===== src/rtl/core/rpap_pkg.sv =====
// rpap_pkg: shared widths and the request type of the shared multiplier
// for the roll/pitch attitude PID. Has no dependencies.

package rpap_pkg;

  localparam int CMD_W      = 10;
  localparam int RATE_W     = 14;
  localparam int ANG_W      = 12;
  localparam int GAIN_W     = 8;
  localparam int DRIVE_W    = 16;
  localparam int CFG_IDX_W  = 3;
  localparam int CFG_DATA_W = 8;

  // shared multiplier: signed operand times a gain or blend factor
  localparam int MUL_A_W = 16;
  localparam int MUL_B_W = 11;
  localparam int MUL_P_W = MUL_A_W + MUL_B_W;

  typedef struct packed {
    logic                      en;
    logic signed [MUL_A_W-1:0] a;
    logic signed [MUL_B_W-1:0] b;
  } mul_req_t;

endpackage


===== src/rtl/core/rpap_if.sv =====
// rpap_if: valid/ready channels of the attitude PID, input items and results.
// Depends on rpap_pkg for field widths.

interface rpap_in_if;
  logic                                valid;
  logic                                ready;
  logic signed [rpap_pkg::CMD_W-1:0]   roll_command;
  logic signed [rpap_pkg::CMD_W-1:0]   pitch_command;
  logic signed [rpap_pkg::RATE_W-1:0]  roll_rate;
  logic signed [rpap_pkg::RATE_W-1:0]  pitch_rate;
  logic signed [rpap_pkg::ANG_W-1:0]   roll_angle;
  logic signed [rpap_pkg::ANG_W-1:0]   pitch_angle;
  logic        [rpap_pkg::GAIN_W-1:0]  roll_rate_damp_gain;
  logic        [rpap_pkg::GAIN_W-1:0]  pitch_rate_damp_gain;
  logic                                reset_integrators;

  modport source (
    output valid, roll_command, pitch_command, roll_rate, pitch_rate,
           roll_angle, pitch_angle, roll_rate_damp_gain, pitch_rate_damp_gain,
           reset_integrators,
    input  ready
  );

  modport sink (
    input  valid, roll_command, pitch_command, roll_rate, pitch_rate,
           roll_angle, pitch_angle, roll_rate_damp_gain, pitch_rate_damp_gain,
           reset_integrators,
    output ready
  );
endinterface

interface rpap_out_if;
  logic                                valid;
  logic                                ready;
  logic signed [rpap_pkg::DRIVE_W-1:0] roll_drive;
  logic signed [rpap_pkg::DRIVE_W-1:0] pitch_drive;

  modport source (output valid, roll_drive, pitch_drive, input ready);
  modport sink   (input valid, roll_drive, pitch_drive, output ready);
endinterface


===== src/rtl/core/rpap_mul.sv =====
// rpap_mul: shared signed multiplier with registered product.
// Depends on rpap_pkg (mul_req_t, widths).

module rpap_mul (
  input  logic                                  clk,
  input  rpap_pkg::mul_req_t                    req,
  output logic signed [rpap_pkg::MUL_P_W-1:0]   prod
);

  logic signed [rpap_pkg::MUL_P_W-1:0] prod_r;

  always_ff @(posedge clk) begin
    if (req.en) begin
      prod_r <= req.a * req.b;
    end
  end

  assign prod = prod_r;

endmodule


===== src/rtl/core/roll_pitch_attitude_pid.sv =====
// roll_pitch_attitude_pid: rate / level / horizon PID for roll and pitch axes.
// Steps: nine per axis, roll then pitch; the input is ready again only when
// the pitch result has gone to the output register. The one shared multiplier
//   forms seven products per axis, roll then pitch, one product a cycle.
// Reset: synchronous, active low; clears integrators, gyro history and
//   handshake state, and loads the default gains and horizon mode.

module roll_pitch_attitude_pid (
  input  logic                             clk,
  input  logic                             rst_n,
  rpap_in_if.sink                          in_if,
  rpap_out_if.source                       out_if,
  input  logic                             cfg_we,
  input  logic [rpap_pkg::CFG_IDX_W-1:0]   cfg_index,
  input  logic [rpap_pkg::CFG_DATA_W-1:0]  cfg_data
);

  // register map
  localparam logic [rpap_pkg::CFG_IDX_W-1:0] REG_ROLL_P  = 3'd0;
  localparam logic [rpap_pkg::CFG_IDX_W-1:0] REG_ROLL_I  = 3'd1;
  localparam logic [rpap_pkg::CFG_IDX_W-1:0] REG_PITCH_P = 3'd2;
  localparam logic [rpap_pkg::CFG_IDX_W-1:0] REG_PITCH_I = 3'd3;
  localparam logic [rpap_pkg::CFG_IDX_W-1:0] REG_LEVEL_P = 3'd4;
  localparam logic [rpap_pkg::CFG_IDX_W-1:0] REG_LEVEL_I = 3'd5;
  localparam logic [rpap_pkg::CFG_IDX_W-1:0] REG_MODE    = 3'd6;

  // level modes; the unused code behaves as acro
  localparam logic [1:0] MODE_ACRO    = 2'd0;
  localparam logic [1:0] MODE_ANGLE   = 2'd1;
  localparam logic [1:0] MODE_HORIZON = 2'd2;

  // limits
  localparam int RI_LIM    = 16000;
  localparam int LI_LIM    = 10000;
  localparam int RATE_LIM  = 640;
  localparam int PROP_MAX  = 512;
  localparam int CMD_LIM   = 500;
  localparam int DRIVE_MAX = 32767;
  localparam int DRIVE_MIN = -32768;

  // sequencer
  localparam logic ST_IDLE = 1'b0;
  localparam logic ST_RUN  = 1'b1;

  // each step consumes the product issued by the step before, if any, and issues the next one, if any
  localparam logic [3:0] S_UPD    = 4'd0;  // integrator update, issue rc*P
  localparam logic [3:0] S_PRATE  = 4'd1;  // rate P, level integrator, issue I
  localparam logic [3:0] S_IRATE  = 4'd2;  // rate I, issue err*level P
  localparam logic [3:0] S_PACC   = 4'd3;  // level P, issue level I
  localparam logic [3:0] S_IACC   = 4'd4;  // level I, issue P blend
  localparam logic [3:0] S_PBLEND = 4'd5;  // P blend, issue I blend
  localparam logic [3:0] S_IBLEND = 4'd6;  // I blend, issue gyro damping
  localparam logic [3:0] S_DAMP   = 4'd7;  // damping, D sum, history shift
  localparam logic [3:0] S_DRIVE  = 4'd8;  // sum and saturate

  localparam int GW = rpap_pkg::GAIN_W;
  localparam int AW = rpap_pkg::MUL_A_W;
  localparam int BW = rpap_pkg::MUL_B_W;

  // ---------------------------------------------------------------- config
  logic [GW-1:0] rp_gain_r, ri_gain_r, pp_gain_r, pi_gain_r, lp_gain_r, li_gain_r;
  logic [1:0]    mode_r;

  always_ff @(posedge clk) begin
    if (!rst_n) begin
      rp_gain_r <= 8'd40;
      ri_gain_r <= 8'd30;
      pp_gain_r <= 8'd40;
      pi_gain_r <= 8'd30;
      lp_gain_r <= 8'd90;
      li_gain_r <= 8'd10;
      mode_r    <= MODE_HORIZON;
    end else if (cfg_we) begin
      unique case (cfg_index)
        REG_ROLL_P:  rp_gain_r <= cfg_data;
        REG_ROLL_I:  ri_gain_r <= cfg_data;
        REG_PITCH_P: pp_gain_r <= cfg_data;
        REG_PITCH_I: pi_gain_r <= cfg_data;
        REG_LEVEL_P: lp_gain_r <= cfg_data;
        REG_LEVEL_I: li_gain_r <= cfg_data;
        REG_MODE:    mode_r    <= cfg_data[1:0];
        default: ;
      endcase
    end
  end

  logic levelled;
  assign levelled = (mode_r == MODE_ANGLE) || (mode_r == MODE_HORIZON);

  // ---------------------------------------------------------------- control
  logic       state_r;
  logic [3:0] step_r;
  logic       axis_r;      // 0 roll, 1 pitch
  logic       out_valid_r;
  logic       in_xfer;
  logic       out_free;
  logic       finish;

  assign in_if.ready = (state_r == ST_IDLE);
  assign in_xfer     = in_if.valid && in_if.ready;
  assign out_free    = !out_valid_r || out_if.ready;
  // last step of pitch waits here until the output register is free
  assign finish      = (state_r == ST_RUN) && (step_r == S_DRIVE) && axis_r && out_free;

  always_ff @(posedge clk) begin
    if (!rst_n) begin
      state_r     <= ST_IDLE;
      step_r      <= S_UPD;
      axis_r      <= 1'b0;
      out_valid_r <= 1'b0;
    end else begin
      if (in_xfer) begin
        state_r <= ST_RUN;
        step_r  <= S_UPD;
        axis_r  <= 1'b0;
      end else if (state_r == ST_RUN) begin
        if (step_r != S_DRIVE) begin
          step_r <= step_r + 4'd1;
        end else if (!axis_r) begin
          step_r <= S_UPD;
          axis_r <= 1'b1;
        end else if (out_free) begin
          state_r <= ST_IDLE;
        end
      end
      if (finish) begin
        out_valid_r <= 1'b1;
      end else if (out_if.ready) begin
        out_valid_r <= 1'b0;
      end
    end
  end

  // ---------------------------------------------------------------- item latch
  logic signed [rpap_pkg::CMD_W-1:0]  rcmd_r, pcmd_r;
  logic signed [rpap_pkg::RATE_W-1:0] rrate_r, prate_r;
  logic signed [rpap_pkg::ANG_W-1:0]  rang_r, pang_r;
  logic [GW-1:0]                      rdamp_r, pdamp_r;
  logic [9:0]                         prop_r;   // horizon blend factor, 0..512

  logic [9:0] abs_roll, abs_pitch, abs_max, prop_nxt;

  always_comb begin
    // negating -512 in ten bits gives 512 read unsigned
    abs_roll  = in_if.roll_command[rpap_pkg::CMD_W-1] ?
                10'(-in_if.roll_command) : 10'(in_if.roll_command);
    abs_pitch = in_if.pitch_command[rpap_pkg::CMD_W-1] ?
                10'(-in_if.pitch_command) : 10'(in_if.pitch_command);
    abs_max   = (abs_roll > abs_pitch) ? abs_roll : abs_pitch;
    if (mode_r != MODE_HORIZON) begin
      prop_nxt = 10'd0;
    end else if (abs_max > 10'(PROP_MAX)) begin
      prop_nxt = 10'(PROP_MAX);
    end else begin
      prop_nxt = abs_max;
    end
  end

  always_ff @(posedge clk) begin
    if (in_xfer) begin
      rcmd_r  <= in_if.roll_command;
      pcmd_r  <= in_if.pitch_command;
      rrate_r <= in_if.roll_rate;
      prate_r <= in_if.pitch_rate;
      rang_r  <= in_if.roll_angle;
      pang_r  <= in_if.pitch_angle;
      rdamp_r <= in_if.roll_rate_damp_gain;
      pdamp_r <= in_if.pitch_rate_damp_gain;
      prop_r  <= prop_nxt;
    end
  end

  // per-axis view of the latched item and gains
  logic signed [rpap_pkg::CMD_W-1:0]  cmd_a;
  logic signed [rpap_pkg::RATE_W-1:0] rate_a;
  logic signed [rpap_pkg::ANG_W-1:0]  ang_a;
  logic [GW-1:0]                      damp_a, pg_a, ig_a;
  logic signed [10:0]                 rc_a;   // command doubled

  assign cmd_a  = axis_r ? pcmd_r  : rcmd_r;
  assign rate_a = axis_r ? prate_r : rrate_r;
  assign ang_a  = axis_r ? pang_r  : rang_r;
  assign damp_a = axis_r ? pdamp_r : rdamp_r;
  assign pg_a   = axis_r ? pp_gain_r : rp_gain_r;
  assign ig_a   = axis_r ? pi_gain_r : ri_gain_r;
  assign rc_a   = {cmd_a, 1'b0};

  // ---------------------------------------------------------------- axis state
  logic signed [14:0] ri_r   [2];   // rate integrator
  logic signed [14:0] li_r   [2];   // level integrator
  logic signed [13:0] prev_r [2];   // last gyro sample
  logic signed [14:0] dold_r [2];
  logic signed [14:0] dnew_r [2];

  // working registers of the current axis
  logic signed [12:0] err_r;
  logic signed [17:0] p_r;
  logic signed [11:0] i_r;
  logic signed [9:0]  pacc_r;
  logic signed [11:0] iacc_r;
  logic signed [16:0] d_r;
  logic signed [15:0] drv0_r;       // roll drive while pitch runs
  logic signed [15:0] roll_out_r, pitch_out_r;

  // shared multiplier
  rpap_pkg::mul_req_t                  mreq;
  logic signed [rpap_pkg::MUL_P_W-1:0] prod;

  rpap_mul u_mul (
    .clk  (clk),
    .req  (mreq),
    .prod (prod)
  );

  // combinational pieces of the update steps
  logic signed [16:0] ri_sum;
  logic signed [14:0] ri_nxt;
  logic               rate_big;
  logic signed [10:0] rc_cl;
  logic signed [12:0] err_nxt;
  logic signed [15:0] li_sum;
  logic signed [14:0] li_nxt;
  logic signed [19:0] pacc_sh;
  logic signed [9:0]  pacc_nxt;
  logic signed [14:0] delta;
  logic signed [19:0] drv_sum;
  logic signed [15:0] drv_sat;

  always_comb begin
    ri_sum   = 17'(ri_r[axis_r]) + 17'(rc_a) - 17'(rate_a);
    rate_big = (rate_a > 14'(RATE_LIM)) || (rate_a < -14'(RATE_LIM));
    if (rate_big) begin
      ri_nxt = 15'd0;
    end else if (ri_sum > 17'(RI_LIM)) begin
      ri_nxt = 15'(RI_LIM);
    end else if (ri_sum < -17'(RI_LIM)) begin
      ri_nxt = -15'(RI_LIM);
    end else begin
      ri_nxt = 15'(ri_sum);
    end

    if (rc_a > 11'(CMD_LIM)) begin
      rc_cl = 11'(CMD_LIM);
    end else if (rc_a < -11'(CMD_LIM)) begin
      rc_cl = -11'(CMD_LIM);
    end else begin
      rc_cl = rc_a;
    end
    err_nxt = 13'(rc_cl) - 13'(ang_a);

    li_sum = 16'(li_r[axis_r]) + 16'(err_r);
    if (li_sum > 16'(LI_LIM)) begin
      li_nxt = 15'(LI_LIM);
    end else if (li_sum < -16'(LI_LIM)) begin
      li_nxt = -15'(LI_LIM);
    end else begin
      li_nxt = 15'(li_sum);
    end

    pacc_sh = 20'(prod >>> 7);
    if (pacc_sh > 20'(CMD_LIM)) begin
      pacc_nxt = 10'(CMD_LIM);
    end else if (pacc_sh < -20'(CMD_LIM)) begin
      pacc_nxt = -10'(CMD_LIM);
    end else begin
      pacc_nxt = 10'(pacc_sh);
    end

    delta = 15'(rate_a) - 15'(prev_r[axis_r]);

    drv_sum = 20'(p_r) + 20'(i_r) - 20'(d_r);
    if (drv_sum > 20'(DRIVE_MAX)) begin
      drv_sat = 16'(DRIVE_MAX);
    end else if (drv_sum < 20'(DRIVE_MIN)) begin
      drv_sat = 16'(DRIVE_MIN);
    end else begin
      drv_sat = 16'(drv_sum);
    end
  end

  // operand selection for the product issued in each step
  always_comb begin
    mreq.en = (state_r == ST_RUN) && (step_r <= S_IBLEND);
    mreq.a  = '0;
    mreq.b  = '0;
    case (step_r)
      S_UPD: begin
        mreq.a = AW'(rc_a);
        mreq.b = BW'(pg_a);
      end
      S_PRATE: begin
        mreq.a = AW'(ri_r[axis_r] >>> 7);
        mreq.b = BW'(ig_a);
      end
      S_IRATE: begin
        mreq.a = AW'(err_r);
        mreq.b = BW'(lp_gain_r);
      end
      S_PACC: begin
        mreq.a = AW'(li_r[axis_r]);
        mreq.b = BW'(li_gain_r);
      end
      S_IACC: begin
        mreq.a = AW'(p_r) - AW'(pacc_r);
        mreq.b = BW'(prop_r);
      end
      S_PBLEND: begin
        mreq.a = AW'(i_r) - AW'(iacc_r);
        mreq.b = BW'(prop_r);
      end
      S_IBLEND: begin
        mreq.a = AW'(rate_a);
        mreq.b = BW'(damp_a);
      end
      default: ;
    endcase
  end

  // integrators and gyro history
  always_ff @(posedge clk) begin
    if (!rst_n) begin
      for (int k = 0; k < 2; k++) begin
        ri_r[k]   <= '0;
        li_r[k]   <= '0;
        prev_r[k] <= '0;
        dold_r[k] <= '0;
        dnew_r[k] <= '0;
      end
    end else if (in_xfer) begin
      if (in_if.reset_integrators) begin
        for (int k = 0; k < 2; k++) begin
          ri_r[k] <= '0;
          li_r[k] <= '0;
        end
      end
    end else if (state_r == ST_RUN) begin
      if (step_r == S_UPD) begin
        ri_r[axis_r] <= ri_nxt;
      end
      if (step_r == S_PRATE && levelled) begin
        li_r[axis_r] <= li_nxt;
      end
      if (step_r == S_DAMP) begin
        prev_r[axis_r] <= rate_a;
        dold_r[axis_r] <= dnew_r[axis_r];
        dnew_r[axis_r] <= delta;
      end
    end
  end

  // working registers
  always_ff @(posedge clk) begin
    if (state_r == ST_RUN) begin
      case (step_r)
        S_UPD:    err_r  <= err_nxt;
        S_PRATE:  p_r    <= 18'(prod >>> 6);
        S_IRATE:  i_r    <= 12'(prod >>> 6);
        S_PACC:   pacc_r <= pacc_nxt;
        S_IACC:   iacc_r <= 12'(prod >>> 12);
        S_PBLEND: begin
          if (levelled) begin
            p_r <= 18'(pacc_r) + 18'(prod >>> 9);
          end
        end
        S_IBLEND: begin
          if (levelled) begin
            i_r <= iacc_r + 12'(prod >>> 9);
          end
        end
        S_DAMP: begin
          p_r <= p_r - 18'(prod >>> 6);
          d_r <= 17'(dnew_r[axis_r]) + 17'(dold_r[axis_r]) + 17'(delta);
        end
        S_DRIVE: begin
          if (!axis_r) begin
            drv0_r <= drv_sat;
          end
        end
        default: ;
      endcase
    end
    if (finish) begin
      roll_out_r  <= drv0_r;
      pitch_out_r <= drv_sat;
    end
  end

  assign out_if.valid       = out_valid_r;
  assign out_if.roll_drive  = roll_out_r;
  assign out_if.pitch_drive = pitch_out_r;

  // ---------------------------------------------------------------- checks
`ifndef ASSERT_OFF
  a_start: assert property (@(posedge clk) disable iff (!rst_n)
    in_xfer |=> (state_r == ST_RUN) && (step_r == S_UPD) && !axis_r)
    else $error("sequencer did not start on roll after input transfer");

  a_result_src: assert property (@(posedge clk) disable iff (!rst_n)
    $rose(out_valid_r) |->
      $past((state_r == ST_RUN) && (step_r == S_DRIVE) && axis_r))
    else $error("result raised outside the final pitch step");

  a_step_range: assert property (@(posedge clk) disable iff (!rst_n)
    step_r <= S_DRIVE)
    else $error("step counter out of range");

  a_ri_bound: assert property (@(posedge clk) disable iff (!rst_n)
    (ri_r[0] <= 15'(RI_LIM)) && (ri_r[0] >= -15'(RI_LIM)) &&
    (ri_r[1] <= 15'(RI_LIM)) && (ri_r[1] >= -15'(RI_LIM)))
    else $error("rate integrator outside clamp");

  a_li_bound: assert property (@(posedge clk) disable iff (!rst_n)
    (li_r[0] <= 15'(LI_LIM)) && (li_r[0] >= -15'(LI_LIM)) &&
    (li_r[1] <= 15'(LI_LIM)) && (li_r[1] >= -15'(LI_LIM)))
    else $error("level integrator outside clamp");
`endif

endmodule


===== src/flat_wrapper.sv =====
// flat-port wrapper written by rule: the top's interface ports become plain ports
module roll_pitch_attitude_pid_flat 
  (clk, rst_n, cfg_we, cfg_index, cfg_data, in_if_valid, in_if_roll_command, in_if_pitch_command, in_if_roll_rate, in_if_pitch_rate, in_if_roll_angle, in_if_pitch_angle, in_if_roll_rate_damp_gain, in_if_pitch_rate_damp_gain, in_if_reset_integrators, in_if_ready, out_if_valid, out_if_roll_drive, out_if_pitch_drive, out_if_ready);
  rpap_in_if in_if_i ();
  rpap_out_if out_if_i ();
  input  logic clk;
  input  logic rst_n;
  input  logic cfg_we;
  input  logic [rpap_pkg::CFG_IDX_W-1:0] cfg_index;
  input  logic [rpap_pkg::CFG_DATA_W-1:0] cfg_data;
  input wire logic [$bits(in_if_i.valid)-1:0] in_if_valid;
  input wire logic [$bits(in_if_i.roll_command)-1:0] in_if_roll_command;
  input wire logic [$bits(in_if_i.pitch_command)-1:0] in_if_pitch_command;
  input wire logic [$bits(in_if_i.roll_rate)-1:0] in_if_roll_rate;
  input wire logic [$bits(in_if_i.pitch_rate)-1:0] in_if_pitch_rate;
  input wire logic [$bits(in_if_i.roll_angle)-1:0] in_if_roll_angle;
  input wire logic [$bits(in_if_i.pitch_angle)-1:0] in_if_pitch_angle;
  input wire logic [$bits(in_if_i.roll_rate_damp_gain)-1:0] in_if_roll_rate_damp_gain;
  input wire logic [$bits(in_if_i.pitch_rate_damp_gain)-1:0] in_if_pitch_rate_damp_gain;
  input wire logic [$bits(in_if_i.reset_integrators)-1:0] in_if_reset_integrators;
  output wire logic [$bits(in_if_i.ready)-1:0] in_if_ready;
  output wire logic [$bits(out_if_i.valid)-1:0] out_if_valid;
  output wire logic [$bits(out_if_i.roll_drive)-1:0] out_if_roll_drive;
  output wire logic [$bits(out_if_i.pitch_drive)-1:0] out_if_pitch_drive;
  input wire logic [$bits(out_if_i.ready)-1:0] out_if_ready;
  assign in_if_i.valid = in_if_valid;
  assign in_if_i.roll_command = in_if_roll_command;
  assign in_if_i.pitch_command = in_if_pitch_command;
  assign in_if_i.roll_rate = in_if_roll_rate;
  assign in_if_i.pitch_rate = in_if_pitch_rate;
  assign in_if_i.roll_angle = in_if_roll_angle;
  assign in_if_i.pitch_angle = in_if_pitch_angle;
  assign in_if_i.roll_rate_damp_gain = in_if_roll_rate_damp_gain;
  assign in_if_i.pitch_rate_damp_gain = in_if_pitch_rate_damp_gain;
  assign in_if_i.reset_integrators = in_if_reset_integrators;
  assign in_if_ready = in_if_i.ready;
  assign out_if_valid = out_if_i.valid;
  assign out_if_roll_drive = out_if_i.roll_drive;
  assign out_if_pitch_drive = out_if_i.pitch_drive;
  assign out_if_i.ready = out_if_ready;
  roll_pitch_attitude_pid u_core (.clk(clk), .rst_n(rst_n), .in_if(in_if_i), .out_if(out_if_i), .cfg_we(cfg_we), .cfg_index(cfg_index), .cfg_data(cfg_data));
endmodule

===== config.mk =====
export PLATFORM = sky130hd
export DESIGN_NAME = roll_pitch_attitude_pid_flat
export DESIGN_NICKNAME = d
export VERILOG_FILES = /design/src/rtl/core/rpap_pkg.sv /design/src/rtl/core/rpap_if.sv /design/src/rtl/core/rpap_mul.sv /design/src/rtl/core/roll_pitch_attitude_pid.sv /design/src/flat_wrapper.sv
export SDC_FILE = /design/constraint.sdc
export NUM_CORES = 2
export LEC_CHECK = 0
export ABC_AREA = 1
export BUFFER_PORTS_ARGS = -buffer_cell sky130_fd_sc_hd__buf_2
export CAP_MARGIN = 5
export CORE_MARGIN = 2
export CORE_UTILIZATION = 64
export DETAILED_ROUTE_END_ITERATION = 16
export PLACE_DENSITY_LB_ADDON = 0.25
export SLEW_MARGIN = 20
export SYNTH_ARGS = -nofsm -noshare
export SYNTH_HDL_FRONTEND = slang
export SYNTH_SLANG_ARGS = --single-unit

===== constraint.sdc =====
create_clock -name clk -period 9.1 [get_ports clk]
set_clock_uncertainty 0.2 [all_clocks]
set_input_delay 0.455 -clock clk [delete_from_list [all_inputs] [get_ports clk]]
set_output_delay 0.455 -clock clk [all_outputs]
set_load 0.01 [all_outputs]

==> results.txt <==
Via count of the first global-routing pass - 29,000
Slew @ Worst Pin - 1.05 ns
Placed insts - 4,982
Tightest Hold Check Type - input pin to register
Post-synthesis area per instance - 8.46 um2
Total iterations of the first detailed-routing run - 6
Setup repair after global routing missed its margin - false
Mean number of vias per cell - 5.67
F_max - 126 MHz
Antenna violations before repair - 4
GR Util All Layers - 34.2%
Combined flip-flop and latch cell area - 0.0131 mm2
XOR/XNOR share of the synthesized area - 2.69%
Die Outline Area - 0.0572 mm2
Number of warnings printed during yosys synthesis - 0
Deepest clock path buffer count - 3
Average detailed-routed wire length per instance - 18.6 um
Total number of vias - 29,300
Die Span X - 239 um
Area of the multi-input gates - 0.0191 mm2
Run status - finished clean
Worst endpoint required time - 9.24 ns
Dominant combinational cell family by area after synthesis - simple AND/OR/NAND/NOR gates
Overall overflow remaining after global route - 0
CTS H-Tree Depth - 2
Nets@finish - 4,964
Post-synthesis share of cell area spent on full adders, half adders and majority gates - 19.8%
CP Launch Type - register
Vert. Die Dim - 239 um
Largest net degree at the start of global routing - 74
Area growth syn-to-layout - 11.3%
Fraction of final layout cells with drive strength greater than 1 - 7.76%
Compound-cell area share of the yosys netlist - 9.17%
Minimum hold slack - 0.00259 ns
DRC viols - 0
Initial cell density of the core - 64.5%
Clock latency of the later-clocked register in the worst-skew pair - 0.61 ns
Sequential-to-total area share from yosys stat - 36.9%
Number of DRC markers after the initial detailed-route iteration - 2,371
Data arrival time of the critical path - 8.10 ns
Final setup violating endpoints - 0
Setup Fix Bufs, Post-CTS - 0
First-pass GRT wire length - 153,000 um
Mux contribution to synthesized area - 1.97%
Area fraction in and, or, nand and nor cells after synthesis - 20.3%
Sum of negative setup slack - 0 ns
HPWL after detailed placement - 72,700 um
Placeable core region - 0.0549 mm2
Worst-case vdd ir drop - 0.176 mV
Type of destination of the critical path - register
Number of clock sinks - 455
Syn Std Cell Area - 0.0354 mm2
Max-cap check violation count - 0
FILL cells - 4,169
Synth Instances - 4,187
Synthesized Nets - 4,732
Share of the clock period used by the worst path - 87.5%
Leak Pwr - 18.7 nW
Setup slack of the worst register-to-register path - 1.14 ns
Final WL - 96,000 um
Global placement routability congestion - 0.983
Final-report max-slew violation count - 0
Placement Rows - 86
Number of buffers added by the clock tree synthesis step - 48
Number of buffer cells added on primary ports - 138
CTS tree - yes
Clock root buffer - sky130_fd_sc_hd__clkbuf_16
Final hold violation count - 0
Worst Path Class, Setup - register to register
Clock slew at reported path FFs - 0.06 ns
Antenna-violating nets left - 0
IO Pins - 139
Cell Pwr Density - 213 mW/mm2
Post-synthesis register bit count - 455
Min Tclk post-route - 7.96 ns
Netlist cell types - 67
Final standard cell count with taps included and fillers excluded - 5,166
Critical path peak fanout - 39
Worst slew slack as a fraction of its limit - 29.8%
## placed cells by master, fill, tap and decap left out, drive strengths merged, types with 21 or more instances in the layout
cell type / synthesis / final
fa: 201 / 201
mux2i: 69 / 69
buf: 39 / 165
edfxtp: 397 / 397
nand2: 957 / 957
dfxtp: 58 / 58
clkinv: 2 / 21
nor3: 48 / 48
xnor2: 35 / 35
a21oi: 243 / 243
ha: 239 / 239
nand4: 30 / 30
inv: 765 / 767
nor2: 440 / 440
clkbuf: 35 / 62
or2: 27 / 27
o21ai: 182 / 182
nand3: 172 / 172
dlygate4sd3: 0 / 91
xor2: 73 / 73
## through the flow
stage	instance area, um2	utilization, %	setup WS [ns]	power, mW
6_report	39400	71.8	1.14	8.39
5_1_grt	39400	71.8	0.828	9.01
4_1_cts	39400	71.8	1.25	8.35
3_5_place_dp	36900	67.2	1.29	6.33
3_3_place_gp	36900	67.2	1.23	6.26
2_1_floorplan	35400	-	2.29	5.39
## what timing repair did
item,4_1_cts,5_1_grt
gates resized for setup,0,0
hold buffers,91,0
endpoints found under the hold margin,91,0
## critical path, stage by stage, from the launching register on
cell and delay, ns:
sky130_fd_sc_hd__dfxtp_4 0.67, sky130_fd_sc_hd__buf_4 0.53, sky130_fd_sc_hd__mux2i_1 0.73, sky130_fd_sc_hd__o22ai_1 0.20
sky130_fd_sc_hd__a211oi_1 0.51, sky130_fd_sc_hd__o221ai_2 0.46, sky130_fd_sc_hd__nand2_1 0.20, sky130_fd_sc_hd__fa_1 0.44
sky130_fd_sc_hd__fa_1 0.51, sky130_fd_sc_hd__inv_1 0.06, sky130_fd_sc_hd__fa_1 0.50, sky130_fd_sc_hd__fa_1 0.54
sky130_fd_sc_hd__inv_1 0.05, sky130_fd_sc_hd__fa_1 0.52, sky130_fd_sc_hd__inv_1 0.04, sky130_fd_sc_hd__ha_1 0.37
sky130_fd_sc_hd__a21oi_1 0.25, sky130_fd_sc_hd__o21ai_0 0.17, sky130_fd_sc_hd__o21bai_1 0.19, sky130_fd_sc_hd__a21oi_1 0.26
sky130_fd_sc_hd__o21bai_1 0.12, sky130_fd_sc_hd__xor2_1 0.15
## Yosys cell counts, drive strengths merged
master	instances	share of area [%]
nand2	957	10
inv	765	8.1
nor2	440	4.9
edfxtp	397	34
a21oi	243	3.5
ha	239	8.4
fa	201	11
o21ai	182	2.6
nand3	172	2.5
xor2	73	1.8
mux2i	69	2.0
dfxtp	58	3.3
nor3	48	0.71
buf	39	0.66
clkbuf	35	0.37
xnor2	35	0.87
nand4	30	0.53
or2	27	0.48
a31oi	19	0.34
o21a	17	0.36
a211oi	15	0.32
nand3b	14	0.30
o211ai	14	0.32
nor4	13	0.40
a21o	12	0.25
a221oi	11	0.27
o21bai	11	0.24
o221ai	9	0.24
o2111ai	8	0.23
and2	6	0.11
o31ai	6	0.13
a2111oi	4	0.13
o22ai	4	0.071
and3	3	0.053
a21boi	2	0.042
a22o	2	0.049
a22oi	2	0.042
clkinv	2	0.021
a41oi	1	0.025
o211a	1	0.028
o2bb2ai	1	0.025
## kinds of logic after synthesis
| group | count (synthesis) |
|---|---|
| AOI/OAI and AO/OA | 564 |
| xor gates and xnor gates | 108 |
| adders and majority gates | 440 |
| buffers and inverters | 841 |
| DFF | 455 |
| muxes | 69 |
| and+or+nand+nor | 1710 |
## power breakdown
group          switching, mW  internal (mW)
combinational           2.38           1.30
clock                  0.853           1.14
sequential             0.176           2.54
total                   3.41           4.98
## per-layer routing
metal  GRT usage [%]  part of all wire (%)
met1            43.9                    39
met2            58.6                    48
met3            5.06                   8.0
met4            13.7                   4.1
met5               0                 0.014
## registers in the layout, indices dropped and copies added (netlist names), 17 cells and up, named ones only
register           flops
u_core.dnew_r         30
u_core.dold_r         30
u_core.li_r           30
u_core.ri_r           30
u_core.prev_r         28
u_core.u_mul.prod     21
u_core.p_r            18
u_core.d_r            17
## final timing paths
path,startpoint,end,depth (start not counted)
setup / recovery,u_core.axis_r$_SDFFE_PP0P_,u_core.u_mul.prod[21]$_DFFE_PP_,21
hold reg to reg,u_core.drv0_r[10]$_DFFE_PP_,u_core.out_if.roll_drive[10]$_DFFE_PP_,0
setup reg to reg,u_core.axis_r$_SDFFE_PP0P_,u_core.u_mul.prod[21]$_DFFE_PP_,21
hold / removal,cfg_data[2],u_core.pi_gain_r[2]$_SDFFE_PN1P_,3
## final cells by class
cell class	instances	area share [%]
clock inverter	28	0.724
sequential	455	33.2
tap	704	2.23
timing repair buffer	256	4.58
inverter	767	7.31
antenna	3	0.0190
multi-input combinational	2891	48.5
clock buffer	62	3.41
No activity file was read; power rests on OpenSTA's default activity.
